**config.mk**
```make
export PLATFORM = sky130hd
export DESIGN_NAME = threshold_blob_centroid
export DESIGN_NICKNAME = d
export VERILOG_FILES = /design/src/hw/rtl/tbc_pkg.sv /design/src/hw/rtl/tbc_queue.sv /design/src/hw/rtl/tbc_front.sv /design/src/hw/rtl/tbc_back.sv /design/src/hw/rtl/threshold_blob_centroid.sv
export SDC_FILE = /design/constraint.sdc
export NUM_CORES = 1
export LEC_CHECK = 0
export ABC_AREA = 0
export BUFFER_PORTS_ARGS = -buffer_cell sky130_fd_sc_hd__buf_4
export CORE_MARGIN = 3
export CORE_UTILIZATION = 57
export CTS_CLUSTER_SIZE = 30
export DETAILED_ROUTE_END_ITERATION = 6
export GPL_TIMING_DRIVEN = 0
export PLACE_DENSITY = 0.8
export SKIP_CTS_REPAIR_TIMING = 1
export SYNTH_ARGS = -nofsm -noshare
export SYNTH_HDL_FRONTEND = slang
export SYNTH_SLANG_ARGS = --single-unit
```
**constraint.sdc**
```tcl
create_clock -name clock -period 7.4 [get_ports clock]
set_clock_uncertainty 0.1 [all_clocks]
set_input_delay 1.11 -clock clock [delete_from_list [all_inputs] [get_ports clock]]
set_output_delay 1.11 -clock clock [all_outputs]
set_load 0.005 [all_outputs]
```
**src/hw/rtl/tbc_pkg.sv**
```systemverilog
`timescale 1ns / 1ps

package tbc_pkg;

   localparam int PIX_W       = 8;
   localparam int MONO_W      = 8;
   localparam int CENT_W      = 12;
   localparam int REQ_DATA_W  = 3 * PIX_W;
   localparam int RSP_DATA_W  = MONO_W + 2 * CENT_W;

   localparam int CSR_IDX_W   = 2;
   localparam int CSR_DATA_W  = 13;
   localparam int THR_W       = 8;
   localparam int DIM_W       = 13;

   localparam logic [CSR_IDX_W-1:0] CSR_GRAY_THRESHOLD = 2'd0;
   localparam logic [CSR_IDX_W-1:0] CSR_FRAME_WIDTH    = 2'd1;
   localparam logic [CSR_IDX_W-1:0] CSR_FRAME_HEIGHT   = 2'd2;

   localparam logic [THR_W-1:0] THR_RESET    = 8'd128;
   localparam logic [DIM_W-1:0] WIDTH_RESET  = 13'd640;
   localparam logic [DIM_W-1:0] HEIGHT_RESET = 13'd480;

   localparam logic [MONO_W-1:0] MONO_BRIGHT = 8'hFF;
   localparam logic [MONO_W-1:0] MONO_DARK   = 8'h00;

   localparam int DEF_MAX_WIDTH  = 4096;
   localparam int DEF_MAX_HEIGHT = 4096;
   localparam int QUEUE_DEPTH    = 4;

   typedef struct packed {
      logic done;
      logic bright;
   } job_flags_type;

   typedef struct packed {
      logic full;
      logic empty;
   } queue_status_type;

   // bits of a position counter
   function automatic int pos_w(input int max_dim);
      return $clog2(max_dim);
   endfunction

   // quotient bits of the centroid divider, enough for either axis
   function automatic int step_w(input int max_w, input int max_h);
      return (pos_w(max_w) > pos_w(max_h)) ? pos_w(max_w) : pos_w(max_h);
   endfunction

   function automatic int count_w(input int max_w, input int max_h);
      return pos_w(max_w) + pos_w(max_h) + 1;
   endfunction

   function automatic int sum_w(input int max_w, input int max_h);
      return step_w(max_w, max_h) + count_w(max_w, max_h);
   endfunction

   function automatic int job_w(input int max_w, input int max_h);
      return $bits(job_flags_type) + pos_w(max_w) + pos_w(max_h)
             + count_w(max_w, max_h) + 2 * sum_w(max_w, max_h);
   endfunction

endpackage

```
**src/hw/rtl/tbc_queue.sv**
```systemverilog
`timescale 1ns / 1ps

module tbc_queue #(
   parameter int WIDTH = 8,
   parameter int DEPTH = tbc_pkg::QUEUE_DEPTH
) (
   input  logic                      clock,
   input  logic                      reset,
   input  logic                      push,
   input  logic [WIDTH-1:0]          push_data,
   input  logic                      pop,
   output logic [WIDTH-1:0]          pop_data,
   output tbc_pkg::queue_status_type status
);
   import tbc_pkg::*;

   localparam int PTRW = (DEPTH > 1) ? $clog2(DEPTH) : 1;
   localparam int CNTW = $clog2(DEPTH + 1);

   logic [WIDTH-1:0] entry_ff [DEPTH];
   logic [PTRW-1:0]  wr_ptr_ff, wr_ptr_in;
   logic [PTRW-1:0]  rd_ptr_ff, rd_ptr_in;
   logic [CNTW-1:0]  fill_ff, fill_in;

   always_comb begin
      wr_ptr_in = wr_ptr_ff;
      rd_ptr_in = rd_ptr_ff;
      if (push) begin
         wr_ptr_in = (wr_ptr_ff == PTRW'(DEPTH - 1)) ? '0 : wr_ptr_ff + 1'b1;
      end
      if (pop) begin
         rd_ptr_in = (rd_ptr_ff == PTRW'(DEPTH - 1)) ? '0 : rd_ptr_ff + 1'b1;
      end
      unique case ({push, pop})
         2'b10:   fill_in = fill_ff + 1'b1;
         2'b01:   fill_in = fill_ff - 1'b1;
         default: fill_in = fill_ff;
      endcase
   end

   always_ff @(posedge clock) begin
      if (reset) begin
         wr_ptr_ff <= '0;
         rd_ptr_ff <= '0;
         fill_ff   <= '0;
      end else begin
         wr_ptr_ff <= wr_ptr_in;
         rd_ptr_ff <= rd_ptr_in;
         fill_ff   <= fill_in;
      end
   end

   always_ff @(posedge clock) begin
      if (push) begin
         entry_ff[wr_ptr_ff] <= push_data;
      end
   end

   assign pop_data     = entry_ff[rd_ptr_ff];
   assign status.full  = (fill_ff == CNTW'(DEPTH));
   assign status.empty = (fill_ff == '0);

   a_fill_bound: assert property (@(posedge clock) disable iff (reset)
      fill_ff <= CNTW'(DEPTH))
      else $error("queue fill beyond depth");

   a_no_pop_empty: assert property (@(posedge clock) disable iff (reset)
      pop |-> !status.empty)
      else $error("item taken from empty queue");

endmodule

```
**src/hw/rtl/tbc_front.sv**
```systemverilog
`timescale 1ns / 1ps

module tbc_front #(
   parameter int MAX_WIDTH  = tbc_pkg::DEF_MAX_WIDTH,
   parameter int MAX_HEIGHT = tbc_pkg::DEF_MAX_HEIGHT
) (
   input  logic                                  clock,
   input  logic                                  reset,
   input  logic                                  csr_wen,
   input  logic [tbc_pkg::CSR_IDX_W-1:0]         csr_index,
   input  logic [tbc_pkg::CSR_DATA_W-1:0]        csr_wdata,
   input  logic                                  req_tvalid,
   output logic                                  req_tready,
   input  logic [tbc_pkg::REQ_DATA_W-1:0]        req_tdata,
   input  tbc_pkg::queue_status_type             status,
   output logic                                  push,
   output logic [tbc_pkg::job_w(MAX_WIDTH, MAX_HEIGHT)-1:0] job_data
);
   import tbc_pkg::*;

   localparam int PW   = pos_w(MAX_WIDTH);
   localparam int PH   = pos_w(MAX_HEIGHT);
   localparam int PW1  = PW + 1;
   localparam int PH1  = PH + 1;
   localparam int CW   = count_w(MAX_WIDTH, MAX_HEIGHT);
   localparam int SUMW = sum_w(MAX_WIDTH, MAX_HEIGHT);
   localparam int WCW  = (PW1 > DIM_W) ? PW1 : DIM_W;
   localparam int HCW  = (PH1 > DIM_W) ? PH1 : DIM_W;

   logic [THR_W-1:0] thr_ff;
   logic [DIM_W-1:0] width_ff;
   logic [DIM_W-1:0] height_ff;

   logic [PW-1:0]   col_pos_ff, col_pos_in;
   logic [PH-1:0]   row_pos_ff, row_pos_in;
   logic [SUMW-1:0] col_sum_ff, col_sum_in;
   logic [SUMW-1:0] row_sum_ff, row_sum_in;
   logic [CW-1:0]   count_ff, count_in;

   logic [PIX_W-1:0] red, green, blue;
   logic [9:0]       rgb_sum;
   logic [9:0]       rgb_limit;
   logic             bright;
   logic [WCW-1:0]   width_wide;
   logic [HCW-1:0]   height_wide;
   logic [PW1-1:0]   width_eff;
   logic [PH1-1:0]   height_eff;
   logic             last_col;
   logic             last_row;
   logic [SUMW-1:0]  col_sum_next;
   logic [SUMW-1:0]  row_sum_next;
   logic [CW-1:0]    count_next;
   job_flags_type    flags;

   always_ff @(posedge clock) begin
      if (reset) begin
         thr_ff    <= THR_RESET;
         width_ff  <= WIDTH_RESET;
         height_ff <= HEIGHT_RESET;
      end else if (csr_wen) begin
         unique case (csr_index)
            CSR_GRAY_THRESHOLD: thr_ff    <= csr_wdata[THR_W-1:0];
            CSR_FRAME_WIDTH:    width_ff  <= csr_wdata[DIM_W-1:0];
            CSR_FRAME_HEIGHT:   height_ff <= csr_wdata[DIM_W-1:0];
            default: ;
         endcase
      end
   end

   assign {blue, green, red} = req_tdata;

   always_comb begin
      // gray > thr  is the same as  r + g + b > 3 * thr + 2
      rgb_sum   = 10'(red) + 10'(green) + 10'(blue);
      rgb_limit = 10'(thr_ff) + {1'b0, thr_ff, 1'b0} + 10'd2;
      bright    = rgb_sum > rgb_limit;

      width_wide  = WCW'(width_ff);
      height_wide = HCW'(height_ff);
      priority if (width_wide == '0)                 width_eff = PW1'(1);
      else if (width_wide > WCW'(MAX_WIDTH))         width_eff = PW1'(MAX_WIDTH);
      else                                           width_eff = PW1'(width_wide);
      priority if (height_wide == '0)                height_eff = PH1'(1);
      else if (height_wide > HCW'(MAX_HEIGHT))       height_eff = PH1'(MAX_HEIGHT);
      else                                           height_eff = PH1'(height_wide);

      // a counter past a shrunk frame counts as on its last column or row
      last_col = {1'b0, col_pos_ff} >= (width_eff - 1'b1);
      last_row = {1'b0, row_pos_ff} >= (height_eff - 1'b1);

      col_sum_next = col_sum_ff + (bright ? SUMW'(col_pos_ff) : '0);
      row_sum_next = row_sum_ff + (bright ? SUMW'(row_pos_ff) : '0);
      count_next   = count_ff + CW'(bright);

      flags.bright = bright;
      flags.done   = last_col && last_row;

      req_tready = !status.full;
      push       = req_tvalid && req_tready;
      job_data   = {row_sum_next, col_sum_next, count_next,
                    PH'(height_eff >> 1), PW'(width_eff >> 1), flags};

      col_pos_in = col_pos_ff;
      row_pos_in = row_pos_ff;
      col_sum_in = col_sum_ff;
      row_sum_in = row_sum_ff;
      count_in   = count_ff;
      if (push) begin
         col_sum_in = col_sum_next;
         row_sum_in = row_sum_next;
         count_in   = count_next;
         if (last_col) begin
            col_pos_in = '0;
            if (last_row) begin
               row_pos_in = '0;
               col_sum_in = '0;
               row_sum_in = '0;
               count_in   = '0;
            end else begin
               row_pos_in = row_pos_ff + 1'b1;
            end
         end else begin
            col_pos_in = col_pos_ff + 1'b1;
         end
      end
   end

   always_ff @(posedge clock) begin
      if (reset) begin
         col_pos_ff <= '0;
         row_pos_ff <= '0;
         col_sum_ff <= '0;
         row_sum_ff <= '0;
         count_ff   <= '0;
      end else begin
         col_pos_ff <= col_pos_in;
         row_pos_ff <= row_pos_in;
         col_sum_ff <= col_sum_in;
         row_sum_ff <= row_sum_in;
         count_ff   <= count_in;
      end
   end

   a_pos_in_frame: assert property (@(posedge clock) disable iff (reset)
      (32'(col_pos_ff) < MAX_WIDTH) && (32'(row_pos_ff) < MAX_HEIGHT))
      else $error("position counter beyond largest frame");

endmodule

```
**src/hw/rtl/tbc_back.sv**
```systemverilog
`timescale 1ns / 1ps

module tbc_back #(
   parameter int MAX_WIDTH  = tbc_pkg::DEF_MAX_WIDTH,
   parameter int MAX_HEIGHT = tbc_pkg::DEF_MAX_HEIGHT
) (
   input  logic                                  clock,
   input  logic                                  reset,
   input  tbc_pkg::queue_status_type             status,
   input  logic [tbc_pkg::job_w(MAX_WIDTH, MAX_HEIGHT)-1:0] job_data,
   output logic                                  pop,
   output logic                                  rsp_tvalid,
   input  logic                                  rsp_tready,
   output logic [tbc_pkg::RSP_DATA_W-1:0]        rsp_tdata,
   output logic                                  rsp_tlast
);
   import tbc_pkg::*;

   localparam int PW    = pos_w(MAX_WIDTH);
   localparam int PH    = pos_w(MAX_HEIGHT);
   localparam int S     = step_w(MAX_WIDTH, MAX_HEIGHT);
   localparam int CW    = count_w(MAX_WIDTH, MAX_HEIGHT);
   localparam int SUMW  = sum_w(MAX_WIDTH, MAX_HEIGHT);
   localparam int STEPW = $clog2(S + 1);

   localparam logic ST_IDLE   = 1'b0;
   localparam logic ST_DIVIDE = 1'b1;

   logic [SUMW-1:0] job_row_sum, job_col_sum;
   logic [CW-1:0]   job_count;
   logic [PH-1:0]   job_half_h;
   logic [PW-1:0]   job_half_w;
   job_flags_type   job_flags;

   logic             state_ff, state_in;
   logic [STEPW-1:0] step_ff, step_in;
   logic             rsp_tvalid_ff, rsp_tvalid_in;
   logic [MONO_W-1:0] mono_ff, mono_in;
   logic [CENT_W-1:0] cent_col_ff, cent_col_in;
   logic [CENT_W-1:0] cent_row_ff, cent_row_in;
   logic             tlast_ff, tlast_in;
   logic             bright_ff, bright_in;
   logic [CW-1:0]    den_ff, den_in;
   logic [CW-1:0]    rem_col_ff, rem_col_in;
   logic [CW-1:0]    rem_row_ff, rem_row_in;
   logic [S-1:0]     num_col_ff, num_col_in;
   logic [S-1:0]     num_row_ff, num_row_in;

   logic          out_free;
   logic          need_div;
   logic          load_out;
   logic [CW:0]   trial_col, trial_row, den_ext;
   logic          q_col, q_row;

   assign {job_row_sum, job_col_sum, job_count, job_half_h, job_half_w, job_flags} = job_data;

   always_comb begin
      out_free = !rsp_tvalid_ff || rsp_tready;
      need_div = job_flags.done && (job_count != '0);

      // one restoring step per cycle; quotient bits shift into num
      den_ext   = {1'b0, den_ff};
      trial_col = {rem_col_ff, num_col_ff[S-1]};
      trial_row = {rem_row_ff, num_row_ff[S-1]};
      q_col     = trial_col >= den_ext;
      q_row     = trial_row >= den_ext;

      state_in    = state_ff;
      step_in     = step_ff;
      bright_in   = bright_ff;
      den_in      = den_ff;
      rem_col_in  = rem_col_ff;
      rem_row_in  = rem_row_ff;
      num_col_in  = num_col_ff;
      num_row_in  = num_row_ff;
      mono_in     = mono_ff;
      cent_col_in = cent_col_ff;
      cent_row_in = cent_row_ff;
      tlast_in    = tlast_ff;
      load_out    = 1'b0;
      pop         = 1'b0;

      unique case (state_ff)
         ST_IDLE: begin
            if (!status.empty && out_free) begin
               pop = 1'b1;
               if (need_div) begin
                  state_in   = ST_DIVIDE;
                  step_in    = STEPW'(S);
                  bright_in  = job_flags.bright;
                  den_in     = job_count;
                  rem_col_in = CW'(job_col_sum >> S);
                  rem_row_in = CW'(job_row_sum >> S);
                  num_col_in = S'(job_col_sum);
                  num_row_in = S'(job_row_sum);
               end else begin
                  load_out    = 1'b1;
                  mono_in     = job_flags.bright ? MONO_BRIGHT : MONO_DARK;
                  tlast_in    = job_flags.done;
                  cent_col_in = job_flags.done ? CENT_W'(job_half_w) : '0;
                  cent_row_in = job_flags.done ? CENT_W'(job_half_h) : '0;
               end
            end
         end
         ST_DIVIDE: begin
            if (step_ff != '0) begin
               step_in    = step_ff - 1'b1;
               rem_col_in = q_col ? CW'(trial_col - den_ext) : trial_col[CW-1:0];
               rem_row_in = q_row ? CW'(trial_row - den_ext) : trial_row[CW-1:0];
               num_col_in = (num_col_ff << 1) | S'(q_col);
               num_row_in = (num_row_ff << 1) | S'(q_row);
            end else if (out_free) begin
               state_in    = ST_IDLE;
               load_out    = 1'b1;
               mono_in     = bright_ff ? MONO_BRIGHT : MONO_DARK;
               tlast_in    = 1'b1;
               cent_col_in = CENT_W'(num_col_ff);
               cent_row_in = CENT_W'(num_row_ff);
            end
         end
         default: ;
      endcase

      if (load_out) begin
         rsp_tvalid_in = 1'b1;
      end else if (rsp_tready) begin
         rsp_tvalid_in = 1'b0;
      end else begin
         rsp_tvalid_in = rsp_tvalid_ff;
      end
   end

   always_ff @(posedge clock) begin
      if (reset) begin
         state_ff      <= ST_IDLE;
         step_ff       <= '0;
         rsp_tvalid_ff <= 1'b0;
      end else begin
         state_ff      <= state_in;
         step_ff       <= step_in;
         rsp_tvalid_ff <= rsp_tvalid_in;
      end
   end

   always_ff @(posedge clock) begin
      bright_ff   <= bright_in;
      den_ff      <= den_in;
      rem_col_ff  <= rem_col_in;
      rem_row_ff  <= rem_row_in;
      num_col_ff  <= num_col_in;
      num_row_ff  <= num_row_in;
      mono_ff     <= mono_in;
      cent_col_ff <= cent_col_in;
      cent_row_ff <= cent_row_in;
      tlast_ff    <= tlast_in;
   end

   assign rsp_tvalid = rsp_tvalid_ff;
   assign rsp_tlast  = tlast_ff;
   assign rsp_tdata  = {cent_row_ff, cent_col_ff, mono_ff};

   a_den_nonzero: assert property (@(posedge clock) disable iff (reset)
      (state_ff == ST_DIVIDE) |-> (den_ff != '0))
      else $error("centroid divide with zero count");

   a_centroid_zero: assert property (@(posedge clock) disable iff (reset)
      (rsp_tvalid_ff && !tlast_ff) |-> (cent_col_ff == '0) && (cent_row_ff == '0))
      else $error("centroid fields set outside frame end");

endmodule

```
**src/hw/rtl/threshold_blob_centroid.sv**
```systemverilog
`timescale 1ns / 1ps

// Channel   Ports              Contents
// req       req_t*             pixel in, raster order
// rsp       rsp_t*             mono pixel, frame end, centroid
// csr       csr_*              threshold, frame width, frame height
//
// The front takes one pixel a clock while the queue has room; the queue holds each
// accepted pixel until the back, idle with its output free, pops it, and its result
// is offered from the output register. A frame's last pixel with bright pixels holds
// the back while it works out S = max(clog2 MAX_WIDTH, clog2 MAX_HEIGHT) (12 at defaults)
// quotient bits, one quotient bit a cycle for column and row side by side. The four-item
// queue takes the pixels that follow, then req_tready drops until the divide ends. Reset
// is synchronous; no clearing pass. Either side may stall.

module threshold_blob_centroid #(
   parameter int MAX_WIDTH  = tbc_pkg::DEF_MAX_WIDTH,
   parameter int MAX_HEIGHT = tbc_pkg::DEF_MAX_HEIGHT
) (
   input  logic                           clock,
   input  logic                           reset,
   input  logic                           csr_wen,
   input  logic [tbc_pkg::CSR_IDX_W-1:0]  csr_index,
   input  logic [tbc_pkg::CSR_DATA_W-1:0] csr_wdata,
   input  logic                           req_tvalid,
   output logic                           req_tready,
   input  logic [tbc_pkg::REQ_DATA_W-1:0] req_tdata,  // red, green, blue
   output logic                           rsp_tvalid,
   input  logic                           rsp_tready,
   output logic [tbc_pkg::RSP_DATA_W-1:0] rsp_tdata,  // mono_pixel, centroid_col, centroid_row
   output logic                           rsp_tlast   // frame_done
);
   import tbc_pkg::*;

   localparam int JOBW = job_w(MAX_WIDTH, MAX_HEIGHT);

   logic             push;
   logic             pop;
   logic [JOBW-1:0]  push_data;
   logic [JOBW-1:0]  pop_data;
   queue_status_type status;

   tbc_front #(
      .MAX_WIDTH  (MAX_WIDTH),
      .MAX_HEIGHT (MAX_HEIGHT)
   ) u_front (
      .clock      (clock),
      .reset      (reset),
      .csr_wen    (csr_wen),
      .csr_index  (csr_index),
      .csr_wdata  (csr_wdata),
      .req_tvalid (req_tvalid),
      .req_tready (req_tready),
      .req_tdata  (req_tdata),
      .status     (status),
      .push       (push),
      .job_data   (push_data)
   );

   tbc_queue #(
      .WIDTH (JOBW),
      .DEPTH (QUEUE_DEPTH)
   ) u_queue (
      .clock     (clock),
      .reset     (reset),
      .push      (push),
      .push_data (push_data),
      .pop       (pop),
      .pop_data  (pop_data),
      .status    (status)
   );

   tbc_back #(
      .MAX_WIDTH  (MAX_WIDTH),
      .MAX_HEIGHT (MAX_HEIGHT)
   ) u_back (
      .clock      (clock),
      .reset      (reset),
      .status     (status),
      .job_data   (pop_data),
      .pop        (pop),
      .rsp_tvalid (rsp_tvalid),
      .rsp_tready (rsp_tready),
      .rsp_tdata  (rsp_tdata),
      .rsp_tlast  (rsp_tlast)
   );

endmodule

```
* Word level (Yosys, flattened, before mapping) *
Memory sizes are Yosys's and may differ from the RTL's. A register that Yosys moved wholly into a read port is not among the register bits.
Cells that the tools add are included.

word-level totals
  output and inout bits = 35
  memories = 1
  bits in registers = 303
  bits in writable memories = 500
  logic and storage cells = 170

cells by class
  eq/ne operators = 13
  reductions and logical operators = 23
  bitwise operators = 3
  muxes and demuxes = 81
  add/sub/neg operators = 18
  order comparisons = 7

memory list
  memory            depth  bits a word  read ports  clocked after memory_dff  write ports  line             text
  u_queue.entry_ff  4      125          1           1                         1            tbc_queue.sv:20  logic [WIDTH-1:0] entry_ff [DEPTH];

operators by type and width
  operator                                             count
  2-to-1 mux 25 bit                                    10
  2-to-1 mux 12 bit                                    20
  2-to-1 mux 37 bit                                    4
  case mux 25 bit (2 select lines)                     2
  case mux 12 bit (2 select lines)                     4
  adder 37 bit                                         2
  >= comparator 26 x 25 -> 1 bit                       2
  2-to-1 mux 13 bit                                    4
  subtractor 25 bit                                    2
  2-to-1 mux 8 bit                                     6
  >= comparator 12 x 13 -> 1 bit                       2
  > comparator 13 bit (second input constant)          2
  zero test 13 bit                                     2
  subtractor 13 x 1 -> 13 bit (second input constant)  2
  adder 25 x 1 -> 25 bit                               1
  nonzero test 25 bit                                  1
  adder 12 x 1 -> 12 bit (second input constant)       2
  bitwise OR 12 x 1 -> 12 bit                          2
  2-to-1 mux 1 bit                                     18
  case mux 8 bit (2 select lines)                      1
  2-to-1 mux 4 bit                                     3
  adder 10 x 2 -> 10 bit (second input constant)       1
  adder 10 x 8 -> 10 bit                               1
  adder 8 x 9 -> 10 bit                                1
  other kinds (26)                                     50

* Depth between registers and ports, before layout *
  word-level depth = 7
  depth in mapped cells = 33
  gate-level depth less buffers = 32

* By module *
Synthesis repeated with hierarchy kept, for this count alone.

unflattened totals
  cell total of the unflattened synthesis = 2842
  area total of the unflattened synthesis = 37652.4 um^2

by module, submodules not included
  module     instances  seq. area each (um^2)  area each (um^2)  cells each
  tbc_queue  1          15194.6                18452.7           701
  tbc_front  1          3143.0                 10782.8           1321
  tbc_back   1          3903.7                 8416.8            820

* Worst setup path before layout *
No wires, ideal clock.

  kind = input port to flip-flop
  from = input port req_tdata[0] (netlist bit)
  to = register u_front.col_sum_ff[30]
  path buffers = 1
  stages on the path = 31
  arrival = 6.988 ns
  required time = 7.183 ns
  library setup time = 0.117 ns
  slack = 0.196 ns
  cells stage by stage = ha_1 inv_1 fa_1 inv_1 ha_1 a21o_1 a21oi_1 o21bai_1 a21oi_1 nor2b_1 o21ai_0 nor2b_1 xnor2_1 ha_1 nand4_1 nor3_1 nor4_1 a31oi_1 clkbuf_1 and2_1 ha_1 inv_1 fa_1 nor2b_1 o21a_1 o21ai_0 a211o_1 a2111oi_1 nand3_1 xnor2_1 a22o_1

on the way
  word-level cells in the longest chain between the ends = 7

RTL lines
  what                        line                           text
  start: declaration          threshold_blob_centroid.sv:27  input logic [tbc_pkg::REQ_DATA_W-1:0] req_tdata,
  adder 8 x 8 -> 9 bit (*)    tbc_front.sv:74                rgb_sum = 10'(red) + 10'(green) + 10'(blue);
  adder 10 x 8 -> 10 bit (*)  tbc_front.sv:74
  > comparator 10 bit (*)     tbc_front.sv:76                bright = rgb_sum > rgb_limit;
  net push_data[0]            threshold_blob_centroid.sv:39  logic [JOBW-1:0] push_data;
  2-to-1 mux 12 bit (*)       tbc_front.sv:91                col_sum_next = col_sum_ff + (bright ? SUMW'(col_pos_ff) : '0);
  adder 37 bit (*)            tbc_front.sv:91
  net push_data[81]           threshold_blob_centroid.sv:39
  2-to-1 mux 37 bit           tbc_front.sv:114               if (last_row) begin
  2-to-1 mux 37 bit (*)       tbc_front.sv:112               if (last_col) begin
  end signal: assignment      tbc_front.sv:138               col_sum_ff <= col_sum_in;
  end: declaration            tbc_front.sv:36                logic [SUMW-1:0] col_sum_ff, col_sum_in;

The timed path passes the listed nets; every way through them passes the cells marked *.
A chain may end at the register's enable or synchronous reset.

* Worst setup path after layout *
Same ends and word-level chain as after synthesis.

==> results_dict.tcl <==
set metrics [dict create \
    status "finished clean" \
    drt_pre_antenna_iters 5 \
    numPortBuffers 78 \
    ys_async_sr_fraction_pct 0 \
    fin_area_um2 42900 \
    route.detailed.drc 0 \
    yosys.area_share.xor_xnor_pct 4.08 \
    grtUsageMet2_pct 47.0 \
    die_w_um 263 \
    antenna_left 0 \
    synth_edf_count 626 \
    drive_gt1_share_pct 14.5 \
    routedWlPerCell_um 24.4 \
    worstSetupPathType "in -> reg" \
    clk_pin_slew_ns 0.06 \
    die_area_um2 69300 \
    synth_simple_gate_area_share_pct 11.3 \
    drt-total-wl_mm 99.1 \
    ff_latch_area_um2 22200 \
    synth_seq_cells 798 \
    grt_overflow 0 \
    cts_tree "yes" \
    cp.required_ns 7.81 \
    setup_violations 0 \
    antenna_found_initial 2 \
    grt_use_met3_pct 4.56 \
    place.gp.congestion 0.947 \
    synth_compound_area_share_pct 9.02 \
    netlist_area_um2 37700 \
    end_kind "flip-flop" \
    cts_max_level 3 \
    slowest_stage "fa_1" \
    fp.dieH_um 263 \
    coreArea_um2 64900 \
    p_leak_nw 15.9 \
    drv_cap 0 \
    yosys_warnings 0 \
    dpl_cell_area_um2 39700 \
    p_per_area_nw_per_um2 370 \
    synthTopCellsByCount "edfxtp_1, nand2_1, nor2_1" \
    cts_made_buffers 82 \
    synth.area.mux_share_pct 8.45 \
    gr-usage-met1_pct 36.3 \
    critPathMaxFanout 7 \
    ios 79 \
    area_growth_pct 13.6 \
    final_cells 4066 \
    hpwl_mm 70.5 \
    cts.sinks 798 \
    max_freq_ghz 0.140 \
    hold_violations 0 \
    slew_violations 0 \
    cts_root_buf "clkbuf_16" \
    ys_seq_area_share_pct 58.9 \
    layout_min_cycle_time_ns 7.16 \
    setup-tns-final_ns 0 \
    cpPeakStageDelay_ns 0.53 \
    holdWs_ns 0.373 \
    avgSynthCellArea_um2 12.7 \
    grt_pass1_wl_mm 150 \
    initial_core_util_pct 58.1 \
    period_share_pct 96.7 \
    fillers 4566 \
    worstHoldStart "u_front.row_sum_ff[8]" \
    final_nets 3349 \
    fin_ws_ns 0.243 \
    min_path_type "reg -> reg" \
    postSynthCellCount 2962 \
    clock_latency_ns 0.62 \
    yosysTopAreaCellShare_pct 49.8 \
    rows 93 \
    post-place-ws_ns -1.73 \
    grt_use_total_pct 28.2 \
    arrival_ns 7.56 \
    dpl.cell_count 3908 \
    synth_top_family_by_area "simple AND/OR/NAND/NOR gates" \
    rsz0062_at_grt "yes" \
    cp-startpoint "req_tdata[0]" \
    synth-main-ff-cell "edfxtp_1" \
    antenna_cells 0 \
    grt_pass1_vias 25693 \
    post-synth-top-area-cell "edfxtp_1" \
    worstSetupStartpointType "primary input" \
    yosysMostFrequentCell "edfxtp_1" \
    relSlewSlack_pct 24.1 \
    vias 25784 \
    syn-num-nets 3167 \
    tightestPinTransition_ns 1.14 \
    r2r_start "u_front.thr_ff[0]" \
    busiest_layer "met2" \
    cts_buffer_depth 3 \
    yosys-top-cells-area "edfxtp_1, dfxtp_1, mux4_2" \
    ys_types 79 \
    via_per_inst 6.34 \
    ir_drop_mv 0.217 \
    cpMostUsedCell "ha_1" \
    grt_start_max_net_pins 61 \
    multiInputGateArea_um2 14800 \
    drt_iter0_markers 2694 \
    synth_fa_ha_area_share_pct 5.50 \
]
-- final timing paths --
kind | cells after the start | end | slack (ns)
min reg2reg | 2 | u_front.row_sum_ff[8] | 0.37
min | 2 | u_front.row_sum_ff[8] | 0.37
max | 32 | u_front.col_sum_ff[30] | 0.24
max reg2reg | 30 | u_front.col_sum_ff[30] | 0.92
-- cells in the final DEF, fill, tap and decap left out, types with 10 or more instances in the layout --
| master | n |
|---|---|
| a211o_1 | 10 |
| a211oi_1 | 16 |
| a21o_1 | 36 |
| a21oi_1 | 147 |
| a22o_1 | 14 |
| a22oi_1 | 34 |
| a31oi_1 | 44 |
| a32o_1 | 12 |
| and2_1 | 33 |
| and3_1 | 47 |
| buf_2 | 28 |
| buf_4 | 94 |
| clkbuf_1 | 105 |
| clkbuf_16 | 87 |
| clkinv_2 | 13 |
| dfxtp_1 | 172 |
| edfxtp_1 | 626 |
| ha_1 | 153 |
| inv_1 | 107 |
| mux2i_1 | 33 |
| mux4_2 | 125 |
| nand2_1 | 305 |
| nand2b_1 | 20 |
| nand3_1 | 98 |
| nand4_1 | 30 |
| nor2_1 | 183 |
| nor2b_1 | 36 |
| nor3_1 | 43 |
| nor4_1 | 20 |
| o21a_1 | 16 |
| o21ai_0 | 90 |
| o21bai_1 | 16 |
| or3_1 | 21 |
| xnor2_1 | 91 |
| xnor2_2 | 10 |
| xor2_1 | 66 |
-- worst max-delay path: cells and delay by family --
family	cells	cell delay, ns
AND/OR/NAND/NOR	8	1.15
buffers and inverters	5	0.47
XOR/XNOR	2	0.28
adder cells (fa/ha/maj)	6	1.82
AO/OA/AOI/OAI	11	2.72
-- report_power, final --
part	internal, mW	leakage [nW]	switching, mW	total [mW]
sequential	5.71	7.21	0.255	5.96
clock	2.46	1.35	1.73	4.19
combinational	2.24	7.35	3.48	5.72
total	10.4	15.9	5.47	15.9
-- per-layer routing --
layer / routed length (um) / part of all wire (%)
met2: 48100 / 49
met4: 4840 / 4.9
met5: 13 / 0.013
met3: 7830 / 7.9
met1: 38300 / 39
-- stage by stage --
step | utilization [%] | total power [mW]
after floorplan | - | 9.75
after global placement | 60.7 | 11.4
after detailed placement | 61.2 | 11.6
after CTS | 65.4 | 15.8
after global routing | 66.0 | 16.6
final | 66.0 | 15.9
-- kinds of logic (layout without fill, tap and decap cells) --
| family | count (synthesis) | after routing |
|---|---|---|
| AO/OA/AOI/OAI | 525 | 525 |
| XOR/XNOR | 176 | 176 |
| adder cells (fa/ha/maj) | 161 | 161 |
| buffers and inverters | 247 | 496 |
| flip-flops | 798 | 798 |
| multiplexers | 162 | 162 |
| AND/OR/NAND/NOR | 893 | 893 |
-- state kept, by name (all words and copies together) (netlist names), 13 cells and up, named ones only --
| name | flops |
|---|---|
| u_front.count_ff | 25 |
| u_front.height_ff | 13 |
| u_front.width_ff | 13 |
| u_front.col_sum_ff | 37 |
| u_back.rem_row_ff | 25 |
| u_back.rem_col_ff | 25 |
| u_front.row_sum_ff | 37 |
| u_queue.entry_ff | 500 |
| u_back.den_ff | 25 |
-- layout make-up --
cell class                      count  share of cell area [%]
Multi-Input combinational cell   1917                    34.6
Buffer                            137                    1.43
Clock buffer                      112                    5.51
Sequential cell                   798                    51.9
Tap cell                          855                    2.50
Timing Repair Buffer               99                    2.20
Clock inverter                     39                   0.923
Inverter                          109                   0.960
Note: power is estimated with default switching activity, not from simulation.
